===== config.mk =====
export PLATFORM = sky130hd
export DESIGN_NAME = rate_paced_command_queue_top
export DESIGN_NICKNAME = d
export VERILOG_FILES = /design/src/rpcq_pkg.sv /design/src/rpcq_ctrl.sv /design/src/rpcq_datapath.sv /design/src/rate_paced_command_queue_top.sv
export SDC_FILE = /design/constraint.sdc
export NUM_CORES = 2
export LEC_CHECK = 0
export BUFFER_PORTS_ARGS = -buffer_cell sky130_fd_sc_hd__buf_2
export CORE_MARGIN = 1.5
export CORE_UTILIZATION = 45
export CTS_BUF_LIST = sky130_fd_sc_hd__clkbuf_8
export CTS_CLUSTER_DIAMETER = 50
export DETAILED_ROUTE_END_ITERATION = 10
export GPL_TIMING_DRIVEN = 0
export SYNTH_ARGS = -nofsm -noshare
export SYNTH_HDL_FRONTEND = slang
export SYNTH_SLANG_ARGS = --single-unit

===== constraint.sdc =====
create_clock -name clock -period 15.2 [get_ports clock]
set_input_delay 3.04 -clock clock [delete_from_list [all_inputs] [get_ports clock]]
set_output_delay 3.04 -clock clock [all_outputs]
set_load 0.01 [all_outputs]

===== src/rpcq_pkg.sv =====
// Shared constants, codes, types and the cost table of the paced command queue.
package rpcq_pkg;

   localparam int QUEUE_DEPTH = 10;
   localparam int KIND_COUNT  = 14;

   localparam int OPCODE_W = 3;
   localparam int KIND_W   = 4;
   localparam int HANDLE_W = 32;
   localparam int SLOT_W   = 6;
   localparam int TIME_W   = 48;
   localparam int FREQ_W   = 16;
   localparam int STATUS_W = 3;
   localparam int OCC_W    = 7;
   localparam int COST_W   = 29;
   localparam int PROD_W   = TIME_W + FREQ_W;

   localparam int IDX_W   = (QUEUE_DEPTH > 1) ? $clog2(QUEUE_DEPTH) : 1;
   localparam int CNT_W   = $clog2(QUEUE_DEPTH + 1);
   localparam int TRACK_W = $clog2(KIND_COUNT);
   localparam int SUM_W   = SLOT_W + 1;

   localparam int REQ_TDATA_W = 96;
   localparam int RSP_TDATA_W = 48;

   localparam logic [FREQ_W-1:0] FREQ_DEFAULT = FREQ_W'(100);

   localparam logic [KIND_W-1:0] KIND_INVENTORY = KIND_W'(4);
   localparam logic [KIND_W-1:0] KIND_TAKE      = KIND_W'(5);

   localparam logic [OPCODE_W-1:0] OP_ADD_BACK  = 3'd0;
   localparam logic [OPCODE_W-1:0] OP_ADD_FRONT = 3'd1;
   localparam logic [OPCODE_W-1:0] OP_POP       = 3'd2;
   localparam logic [OPCODE_W-1:0] OP_REPLACE   = 3'd3;
   localparam logic [OPCODE_W-1:0] OP_PEEK      = 3'd4;
   localparam logic [OPCODE_W-1:0] OP_CLEAR     = 3'd5;

   localparam logic [STATUS_W-1:0] ST_OK        = 3'd0;
   localparam logic [STATUS_W-1:0] ST_COOLDOWN  = 3'd1;
   localparam logic [STATUS_W-1:0] ST_FULL      = 3'd2;
   localparam logic [STATUS_W-1:0] ST_EMPTY     = 3'd3;
   localparam logic [STATUS_W-1:0] ST_NOT_READY = 3'd4;
   localparam logic [STATUS_W-1:0] ST_BAD_INDEX = 3'd5;

   typedef struct packed {
      logic [KIND_W-1:0]   kind;
      logic [HANDLE_W-1:0] handle;
   } entry_type;

   // controller -> datapath strobes, one per phase
   typedef struct packed {
      logic load;
      logic read;
      logic mult;
      logic exec;
   } dp_cmd_type;

   typedef struct packed {
      logic out_free;
   } dp_sts_type;

   // cost of a kind in microsecond-scaled ticks (cost * 1e6)
   function automatic logic [COST_W-1:0] cost_us(input logic [KIND_W-1:0] kind);
      logic [COST_W-1:0] c;
      case (kind) inside
         4'd0, 4'd1, 4'd2, 4'd3, 4'd5, 4'd6, 4'd7, 4'd10: c = COST_W'(7000000);
         4'd4:    c = COST_W'(1000000);
         4'd8:    c = COST_W'(300000000);
         4'd9:    c = COST_W'(42000000);
         default: c = '0;
      endcase
      return c;
   endfunction

endpackage


===== src/rpcq_ctrl.sv =====
// Phase sequencer of the paced command queue: accept, read, multiply, execute.
module rpcq_ctrl (
   input  logic                   clock,
   input  logic                   reset,
   input  logic                   req_tvalid,
   output logic                   req_tready,
   input  rpcq_pkg::dp_sts_type   dp_sts,
   output rpcq_pkg::dp_cmd_type   dp_cmd
);
   import rpcq_pkg::*;

   typedef enum logic [3:0] {
      S_IDLE = 4'b0001,
      S_READ = 4'b0010,
      S_MULT = 4'b0100,
      S_EXEC = 4'b1000
   } state_type;

   state_type state_ff, state_in;

   always_comb begin
      state_in = state_ff;
      dp_cmd   = '0;
      case (state_ff)
         S_IDLE: begin
            if (req_tvalid) begin
               dp_cmd.load = 1'b1;
               state_in    = S_READ;
            end
         end
         S_READ: begin
            dp_cmd.read = 1'b1;
            state_in    = S_MULT;
         end
         S_MULT: begin
            dp_cmd.mult = 1'b1;
            state_in    = S_EXEC;
         end
         S_EXEC: begin
            // hold here while the previous item still sits in the output register
            if (dp_sts.out_free) begin
               dp_cmd.exec = 1'b1;
               state_in    = S_IDLE;
            end
         end
         default: state_in = S_IDLE;
      endcase
   end

   assign req_tready = (state_ff == S_IDLE);

   always_ff @(posedge clock) begin
      if (reset) begin
         state_ff <= S_IDLE;
      end else begin
         state_ff <= state_in;
      end
   end

`ifndef SYNTH
   a_accept_starts_read: assert property (@(posedge clock) disable iff (reset)
      (req_tvalid && req_tready) |=> (state_ff == S_READ))
      else $error("accepted item did not start a read phase");
`endif

endmodule


===== src/rpcq_datapath.sv =====
// Ring store, per-kind issue times, cooldown arithmetic and result register.
module rpcq_datapath (
   input  logic                            clock,
   input  logic                            reset,
   input  rpcq_pkg::dp_cmd_type            dp_cmd,
   output rpcq_pkg::dp_sts_type            dp_sts,
   input  logic [rpcq_pkg::OPCODE_W-1:0]   in_opcode,
   input  logic [rpcq_pkg::KIND_W-1:0]     in_kind,
   input  logic [rpcq_pkg::HANDLE_W-1:0]   in_handle,
   input  logic [rpcq_pkg::SLOT_W-1:0]     in_slot,
   input  logic [rpcq_pkg::TIME_W-1:0]     in_time,
   input  logic                            csr_wen,
   input  logic [rpcq_pkg::FREQ_W-1:0]     csr_wdata,
   input  logic                            rsp_tready,
   output logic                            rsp_tvalid,
   output logic [rpcq_pkg::STATUS_W-1:0]   rsp_status,
   output logic [rpcq_pkg::KIND_W-1:0]     rsp_kind,
   output logic [rpcq_pkg::HANDLE_W-1:0]   rsp_handle,
   output logic [rpcq_pkg::OCC_W-1:0]      rsp_occupancy
);
   import rpcq_pkg::*;

   // latched item
   logic [OPCODE_W-1:0] op_ff;
   logic [KIND_W-1:0]   kind_ff;
   logic [HANDLE_W-1:0] handle_ff;
   logic [SLOT_W-1:0]   slot_ff;
   logic [TIME_W-1:0]   now_ff;

   // stores
   entry_type           entry_mem_ff [QUEUE_DEPTH];
   logic [TIME_W-1:0]   last_time_mem_ff [KIND_COUNT];

   // queue state
   logic [IDX_W-1:0]      head_ff, head_in;
   logic [CNT_W-1:0]      count_ff, count_in;
   logic [KIND_COUNT-1:0] seen_ff, seen_in;
   logic [TIME_W-1:0]     release_ff, release_in;
   logic [FREQ_W-1:0]     freq_ff;

   // read phase
   logic [SLOT_W-1:0]  pos;
   logic [SUM_W-1:0]   slot_sum, slot_wrap;
   logic [IDX_W-1:0]   dec_head, addr_in, addr_ff;
   logic [TRACK_W-1:0] track_in, track_ff;
   entry_type          rd_entry_ff;
   logic [TIME_W-1:0]  rd_time_ff;

   // multiply phase
   logic [TIME_W-1:0]  since, elapsed;
   logic [KIND_W-1:0]  cost_kind;
   logic [PROD_W-1:0]  prod_in, prod_ff;
   logic               behind_ff;
   logic [COST_W-1:0]  cost_ff;

   // execute phase
   logic                waited, cool_ok, slot_ok, ent_we, time_we;
   logic [STATUS_W-1:0] status_in;
   logic [KIND_W-1:0]   okind_in;
   logic [HANDLE_W-1:0] ohandle_in;
   logic                rsp_valid_ff;

   always_ff @(posedge clock) begin
      if (dp_cmd.load) begin
         op_ff     <= in_opcode;
         kind_ff   <= in_kind;
         handle_ff <= in_handle;
         slot_ff   <= in_slot;
         now_ff    <= in_time;
      end
   end

   // slot address: head + position, modulo depth when the sum is below twice the depth
   always_comb begin
      pos       = (op_ff == OP_ADD_BACK) ? SLOT_W'(count_ff) : slot_ff;
      slot_sum  = SUM_W'(head_ff) + SUM_W'(pos);
      slot_wrap = (slot_sum >= SUM_W'(QUEUE_DEPTH)) ? slot_sum - SUM_W'(QUEUE_DEPTH) : slot_sum;
      dec_head  = (head_ff == '0) ? IDX_W'(QUEUE_DEPTH - 1) : head_ff - 1'b1;
      case (op_ff)
         OP_ADD_FRONT: addr_in = dec_head;
         OP_POP:       addr_in = head_ff;
         default:      addr_in = IDX_W'(slot_wrap);
      endcase
      track_in = ((KIND_W + 1)'(kind_ff) < (KIND_W + 1)'(KIND_COUNT)) ?
                 TRACK_W'(kind_ff) : TRACK_W'(KIND_COUNT - 1);
   end

   always_ff @(posedge clock) begin
      if (dp_cmd.read) begin
         addr_ff     <= addr_in;
         track_ff    <= track_in;
         rd_entry_ff <= entry_mem_ff[addr_in];
      end
      if (dp_cmd.exec && ent_we) begin
         entry_mem_ff[addr_ff] <= '{kind: kind_ff, handle: handle_ff};
      end
   end

   always_ff @(posedge clock) begin
      if (dp_cmd.read) begin
         rd_time_ff <= last_time_mem_ff[track_in];
      end
      if (dp_cmd.exec && time_we) begin
         last_time_mem_ff[track_ff] <= now_ff;
      end
   end

   // elapsed * f against cost * 1e6
   always_comb begin
      since     = (op_ff == OP_POP) ? release_ff : rd_time_ff;
      cost_kind = (op_ff == OP_POP) ? rd_entry_ff.kind : kind_ff;
      elapsed   = now_ff - since;
      prod_in   = PROD_W'(elapsed) * PROD_W'(freq_ff);
   end

   always_ff @(posedge clock) begin
      if (dp_cmd.mult) begin
         prod_ff   <= prod_in;
         behind_ff <= (now_ff < since);
         cost_ff   <= cost_us(cost_kind);
      end
   end

   always_comb begin
      waited  = !behind_ff && (prod_ff >= PROD_W'(cost_ff));
      cool_ok = (kind_ff == KIND_INVENTORY) || (kind_ff == KIND_TAKE) ||
                !seen_ff[track_ff] || waited;
      slot_ok = OCC_W'(slot_ff) < OCC_W'(count_ff);

      status_in  = ST_OK;
      okind_in   = '0;
      ohandle_in = '0;
      head_in    = head_ff;
      count_in   = count_ff;
      seen_in    = seen_ff;
      release_in = release_ff;
      ent_we     = 1'b0;
      time_we    = 1'b0;

      case (op_ff)
         OP_ADD_BACK, OP_ADD_FRONT: begin
            if (!cool_ok) begin
               status_in = ST_COOLDOWN;
            end else if (count_ff >= CNT_W'(QUEUE_DEPTH)) begin
               status_in = ST_FULL;
            end else begin
               ent_we            = 1'b1;
               time_we           = 1'b1;
               seen_in[track_ff] = 1'b1;
               count_in          = count_ff + 1'b1;
               if (op_ff == OP_ADD_FRONT) begin
                  head_in = addr_ff;
               end
            end
         end
         OP_POP: begin
            if (count_ff == '0) begin
               status_in = ST_EMPTY;
            end else if (!waited) begin
               status_in = ST_NOT_READY;
            end else begin
               okind_in   = rd_entry_ff.kind;
               ohandle_in = rd_entry_ff.handle;
               head_in    = (head_ff == IDX_W'(QUEUE_DEPTH - 1)) ? '0 : head_ff + 1'b1;
               count_in   = count_ff - 1'b1;
               release_in = now_ff;
            end
         end
         OP_REPLACE: begin
            if (!slot_ok) begin
               status_in = ST_BAD_INDEX;
            end else begin
               ent_we            = 1'b1;
               time_we           = 1'b1;
               seen_in[track_ff] = 1'b1;
            end
         end
         OP_PEEK: begin
            if (!slot_ok) begin
               status_in = ST_BAD_INDEX;
            end else begin
               okind_in   = rd_entry_ff.kind;
               ohandle_in = rd_entry_ff.handle;
            end
         end
         OP_CLEAR: begin
            head_in    = '0;
            count_in   = '0;
            seen_in    = '0;
            release_in = '0;
         end
         default: ;
      endcase
   end

   always_ff @(posedge clock) begin
      if (reset) begin
         head_ff    <= '0;
         count_ff   <= '0;
         seen_ff    <= '0;
         release_ff <= '0;
      end else if (dp_cmd.exec) begin
         head_ff    <= head_in;
         count_ff   <= count_in;
         seen_ff    <= seen_in;
         release_ff <= release_in;
      end
   end

   always_ff @(posedge clock) begin
      if (reset) begin
         freq_ff <= FREQ_DEFAULT;
      end else if (csr_wen) begin
         freq_ff <= (csr_wdata == '0) ? FREQ_DEFAULT : csr_wdata;
      end
   end

   // output register
   always_ff @(posedge clock) begin
      if (reset) begin
         rsp_valid_ff <= 1'b0;
      end else if (dp_cmd.exec) begin
         rsp_valid_ff <= 1'b1;
      end else if (rsp_tready) begin
         rsp_valid_ff <= 1'b0;
      end
   end

   always_ff @(posedge clock) begin
      if (dp_cmd.exec) begin
         rsp_status    <= status_in;
         rsp_kind      <= okind_in;
         rsp_handle    <= ohandle_in;
         rsp_occupancy <= OCC_W'(count_in);
      end
   end

   assign rsp_tvalid      = rsp_valid_ff;
   assign dp_sts.out_free = !rsp_valid_ff || rsp_tready;

`ifndef SYNTH
   a_count_bound: assert property (@(posedge clock) disable iff (reset)
      count_ff <= CNT_W'(QUEUE_DEPTH))
      else $error("entry count beyond queue depth");
   a_head_bound: assert property (@(posedge clock) disable iff (reset)
      head_ff < IDX_W'(QUEUE_DEPTH))
      else $error("head pointer outside ring");
   a_no_overwrite: assert property (@(posedge clock) disable iff (reset)
      dp_cmd.exec |-> (!rsp_valid_ff || rsp_tready))
      else $error("result register overwritten while held");
`endif

endmodule


===== src/rate_paced_command_queue_top.sv =====
// Top level of the rate-paced command queue: field unpacking and unit wiring.
//
// Request channel (req_*): one command per item, opcode in tuser; push back/front,
// pop when ready, replace and peek at a position, clear. Every item gives exactly
// one result item on the rsp_* channel: status in tuser, the popped or peeked
// entry and the occupancy after the command in tdata.
// csr_wen/csr_wdata write the tick frequency (a zero write stores 100); write
// it only while no command is in flight.
// Sequencing: an accepted item walks the read, multiply and execute phases, and its result
// is registered at execute; the sequencer walks accept, read, multiply, execute and takes
// no new item until the last one has executed. The cooldown check is one 48x16 multiply
// between the read of the stored issue time and the compare against cost * 1e6.
// req_tready is high only while the sequencer waits for an item. A stalled
// receiver holds the result register; the next item is accepted and processed up
// to its execute phase, which waits until the held result is taken.
// Reset (synchronous, active high) empties the queue, clears all issue history
// and the last release time, and sets the tick frequency to 100.
module rate_paced_command_queue_top (
   input  logic                                 clock,
   input  logic                                 reset,
   input  logic                                 req_tvalid,
   output logic                                 req_tready,
   // command_kind, command_handle, slot_index, time_us, zero pad
   input  logic [rpcq_pkg::REQ_TDATA_W-1:0]     req_tdata,
   // opcode
   input  logic [rpcq_pkg::OPCODE_W-1:0]        req_tuser,
   output logic                                 rsp_tvalid,
   input  logic                                 rsp_tready,
   // out_kind, out_handle, occupancy, zero pad
   output logic [rpcq_pkg::RSP_TDATA_W-1:0]     rsp_tdata,
   // status
   output logic [rpcq_pkg::STATUS_W-1:0]        rsp_tuser,
   input  logic                                 csr_wen,
   input  logic [rpcq_pkg::FREQ_W-1:0]          csr_wdata
);
   import rpcq_pkg::*;

   localparam int HANDLE_LO = KIND_W;
   localparam int SLOT_LO   = HANDLE_LO + HANDLE_W;
   localparam int TIME_LO   = SLOT_LO + SLOT_W;
   localparam int OCC_LO    = HANDLE_LO + HANDLE_W;

   dp_cmd_type dp_cmd;
   dp_sts_type dp_sts;

   logic [KIND_W-1:0]   rsp_kind;
   logic [HANDLE_W-1:0] rsp_handle;
   logic [OCC_W-1:0]    rsp_occupancy;

   rpcq_ctrl u_ctrl (
      .clock      (clock),
      .reset      (reset),
      .req_tvalid (req_tvalid),
      .req_tready (req_tready),
      .dp_sts     (dp_sts),
      .dp_cmd     (dp_cmd)
   );

   rpcq_datapath u_datapath (
      .clock         (clock),
      .reset         (reset),
      .dp_cmd        (dp_cmd),
      .dp_sts        (dp_sts),
      .in_opcode     (req_tuser),
      .in_kind       (req_tdata[KIND_W-1:0]),
      .in_handle     (req_tdata[HANDLE_LO +: HANDLE_W]),
      .in_slot       (req_tdata[SLOT_LO +: SLOT_W]),
      .in_time       (req_tdata[TIME_LO +: TIME_W]),
      .csr_wen       (csr_wen),
      .csr_wdata     (csr_wdata),
      .rsp_tready    (rsp_tready),
      .rsp_tvalid    (rsp_tvalid),
      .rsp_status    (rsp_tuser),
      .rsp_kind      (rsp_kind),
      .rsp_handle    (rsp_handle),
      .rsp_occupancy (rsp_occupancy)
   );

   assign rsp_tdata = {(RSP_TDATA_W - OCC_LO - OCC_W)'(0), rsp_occupancy, rsp_handle, rsp_kind};

endmodule

==> implementation parameters <==
Parameter                              Value

Status
  Status ... finished, violations left
  Violated checks ... capacitance limit, slew limit

Detailed routing
  WL final ... 244000 um
  Wirelength per Cell ... around 25 um
  Initial DRC count ... 5571
  Number of vias in the routed layout ... 55500
  Post-DRT Antenna Nets ... 0
  Vias per inst ... 5.63
  Remaining DRCs ... 0
  Detailed Routing Iterations Pass 1 ... 8

Clock network
  Sink Count ... 1427
  Worst-Skew Late Latency ... 1010 ps
  Clock slew seen by the registers of the worst setup and hold paths ... 60 ps
  Number of hold buffers added after cts ... 0
  Buffers inserted during post-CTS setup optimization ... 0
  CTS Buf Count ... ~230
  Clock tree root driver cell ... sky130_fd_sc_hd__clkbuf_8
  TritonCTS clock tree ... done
  CTS Buffer Depth ... 3
  Number of levels the H-tree was split into ... 4

STA
  Final count of hold timing violations ... 0
  Actual slew at the worst max-slew pin ... 1540 ps
  Final critical path time including I/O delays and setup ... between 10000 and 15000 ps
  Max_slew headroom ... -3.18%
  Number of pins exceeding their max-slew limit in the final report ... 9
  Worst setup margin ... 488 ps
  Setup repair after global routing missed its margin ... false
  Final setup violation count ... 0
  Worst hold slack ... 456 ps
  Setup Skew ... 100 ps
  Fmax achieved ... 0.0680 GHz
  Final period util ... just under 100%

Global route
  Pin count of the biggest net entering global routing ... 53
  Antenna violations before repair ... 10
  GRT Resource Usage Total ... 26.3%
  GR peak layer ... met2
  Via count of the first global-routing pass ... 56400
  First-pass GRT wire length ... 362000 um
  Met2 capacity usage during global routing ... 42.3%
  Global route overflow ... 0
  Met3 routing resource usage after global routing ... roughly 4.3%
  Met1 track demand over resource ... approximately 35%

Setup path
  WS Path Type ... reg -> reg
  Critical path required time ... around 16000 ps
  Data arrival time at the worst-slack endpoint ... 15430 ps
  Max stage delay on crit path ... 1180 ps
  Crit path launch type ... flip-flop
  Category of the worst setup path capture point ... flip-flop
  Cell with the biggest individual delay on the critical path ... sky130_fd_sc_hd__xnor2_1
  Highest fanout seen on the critical path ... 10

Synth
  Gate count after technology mapping ... 6716
  Sequential cell area fraction in the yosys report ... approximately half
  Count of distinct cell types in the synthesized netlist ... 84
  Total number of yosys warnings ... 0
  Proportion of synthesized flip-flops having asynchronous set or reset ... 0%
  Top_reg_cell synth ... sky130_fd_sc_hd__edfxtp_1
  Number of enable flip-flop cells after synthesis ... 1336
  Average cell area after synthesis ... 12.2 um2
  Synth Register Bits ... around 1400
  Mapped cell area ... approximately 0.082 mm2

Finish
  Register area ... between 0.04 and 0.05 mm2
  Fraction of the core area covered by cells at the end of the flow ... 50.8%
  Multi-input combinational cell area ... 0.0359 mm2
  Most common cell after layout, fill and taps aside ... sky130_fd_sc_hd__edfxtp_1
  Synth-to-layout area growth ... 12.2%
  Fraction of layout instances using a drive strength above 1 ... 11.0%
  NumNets Final ... 8259
  Highest-count cells in the layout ignoring fill and taps ... 1336 x sky130_fd_sc_hd__edfxtp_1, 1014 x sky130_fd_sc_hd__nand2_1, 793 x sky130_fd_sc_hd__inv_1
  Fill cell count ... 15900

Placement
  Total of buffers placed on input and output ports ... 157
  Worst slack at placement ... 482 ps
  Final HPWL from detailed placement ... 186000 um
  Routability cong. ... 0.979

Floorplanning
  X dimension of the die ... 430 um
  Site Rows ... 156
  Area enclosed by the die boundary ... 0.185 mm2
  CORE AREA ... 0.181 mm2
  Die H ... 430 um
  I/O pins ... 173
  Starting density of the core ... 45.3%

Hold path
  Path class of the lowest-slack min-delay path ... reg -> reg

Job
  Number of violations of the max-capacitance limit ... 2
-- critical path: cells and delay by family (launching register included) --
family	cells	cell delay, ps
compound gates	14	4480
fa+ha+maj	8	3900
buf+inv	11	2870
xor+xnor	2	1340
simple gates	4	1230
flops	1	380
mux	1	210
-- worst paths after layout --
check                                                   startpoint                            endpoint  slack (ps)  cells after the start
worst max-delay path                 u_datapath.op_ff[0]$_DFFE_PP_    u_datapath.prod_ff[45]$_DFFE_PP_         490                     40
worst min-delay path            u_datapath.seen_ff[5]$_SDFFE_PP0P_  u_datapath.seen_ff[5]$_SDFFE_PP0P_         460                      2
worst max register to register       u_datapath.op_ff[0]$_DFFE_PP_    u_datapath.prod_ff[45]$_DFFE_PP_         490                     40
worst min register to register  u_datapath.seen_ff[5]$_SDFFE_PP0P_  u_datapath.seen_ff[5]$_SDFFE_PP0P_         460                      2
-- synth_stat cells, drive strengths merged, types with 53 or more instances --
| cell | instances | area share [%] |
|---|---|---|
| clkbuf | 323 | 1.5 |
| nand3 | 102 | 0.62 |
| a31oi | 143 | 1.1 |
| mux2 | 65 | 0.89 |
| nor3 | 64 | 0.39 |
| mux2i | 197 | 2.4 |
| buf | 70 | 0.44 |
| nand2b | 89 | 0.68 |
| ha | 218 | 3.3 |
| mux4 | 53 | 1.5 |
| dfxtp | 91 | 2.2 |
| a21oi | 217 | 1.3 |
| a21o | 59 | 0.54 |
| o22ai | 71 | 0.54 |
| edfxtp | 1336 | 49 |
| a211oi | 110 | 1.0 |
| nor2 | 134 | 0.61 |
| xnor2 | 64 | 0.68 |
| nand2 | 1014 | 4.6 |
| and2 | 315 | 2.4 |
| inv | 720 | 3.3 |
| fa | 644 | 16 |
| o21ai | 200 | 1.2 |
-- area by class of cell --
type                    instances  share of cell area [%]
diodes                          4                  0.0109
plain buffers                 393                    1.71
clock buffers                 242                    3.62
clock inverters               188                    1.27
inverters                     721                    2.94
multi-input cells            4182                    39.1
flip-flops and latches       1427                    45.6
well taps                    2370                    3.22
repair buffers                320                    2.54
-- routing by layer --
metal  share of wire [%]  vias to the layer above
li1                    -                    24400
met1                  41                    28300
met2                  47                     2337
met3                 7.3                      470
met4                 4.4                        0
met5                   0                        -
-- per-stage QoR --
stage               instance area, um2  TNS [ps]  std cells
floorplan                        82000         0       6723
global placement                 85700   -402050       9250
detailed placement               87400         0       9413
CTS                              91900         0       9843
global route                     92000         0       9847
finish                           92000         0       9847
-- kinds of logic (layout without fill, tap and decap cells) --
| family | Yosys count | after routing | synth area share, % |
|---|---|---|---|
| muxes | 315 | 315 | 4.76 |
| and+or+nand+nor | 1906 | 1906 | 10.9 |
| other | 1 | 12 | 0.00458 |
| DFF | 1427 | 1427 | 51.2 |
| buffers and inverters | 1114 | 1864 | 5.22 |
| AOI/OAI and AO/OA | 986 | 986 | 7.72 |
| xor gates and xnor gates | 105 | 105 | 1.12 |
| adders and majority gates | 862 | 862 | 19.1 |
-- registers in the layout, indices dropped and copies added, names as in the netlist, 6 cells and up --
signal	flops
u_datapath.seen_ff	14
u_datapath.rd_time_ff	48
u_datapath.handle_ff	32
u_datapath.now_ff	48
u_datapath.entry_mem_ff	360
u_datapath.release_ff	48
u_datapath.cost_ff	11
u_datapath.rsp_handle	32
u_datapath.freq_ff	16
u_datapath.prod_ff	64
u_datapath.last_time_mem_ff	672
u_datapath.slot_ff	6
u_datapath.rd_entry_ff	36
-- what timing repair did --
action | 4_1_cts | 5_1_grt
endpoints found under the setup margin | 0 | 2
hold endpoints to repair | 0 | 0
gates resized for setup | 0 | 1
Power is left out: the tool's default activity adds up to more than one toggle a clock period on the data nets, which glitch-free logic cannot reach.
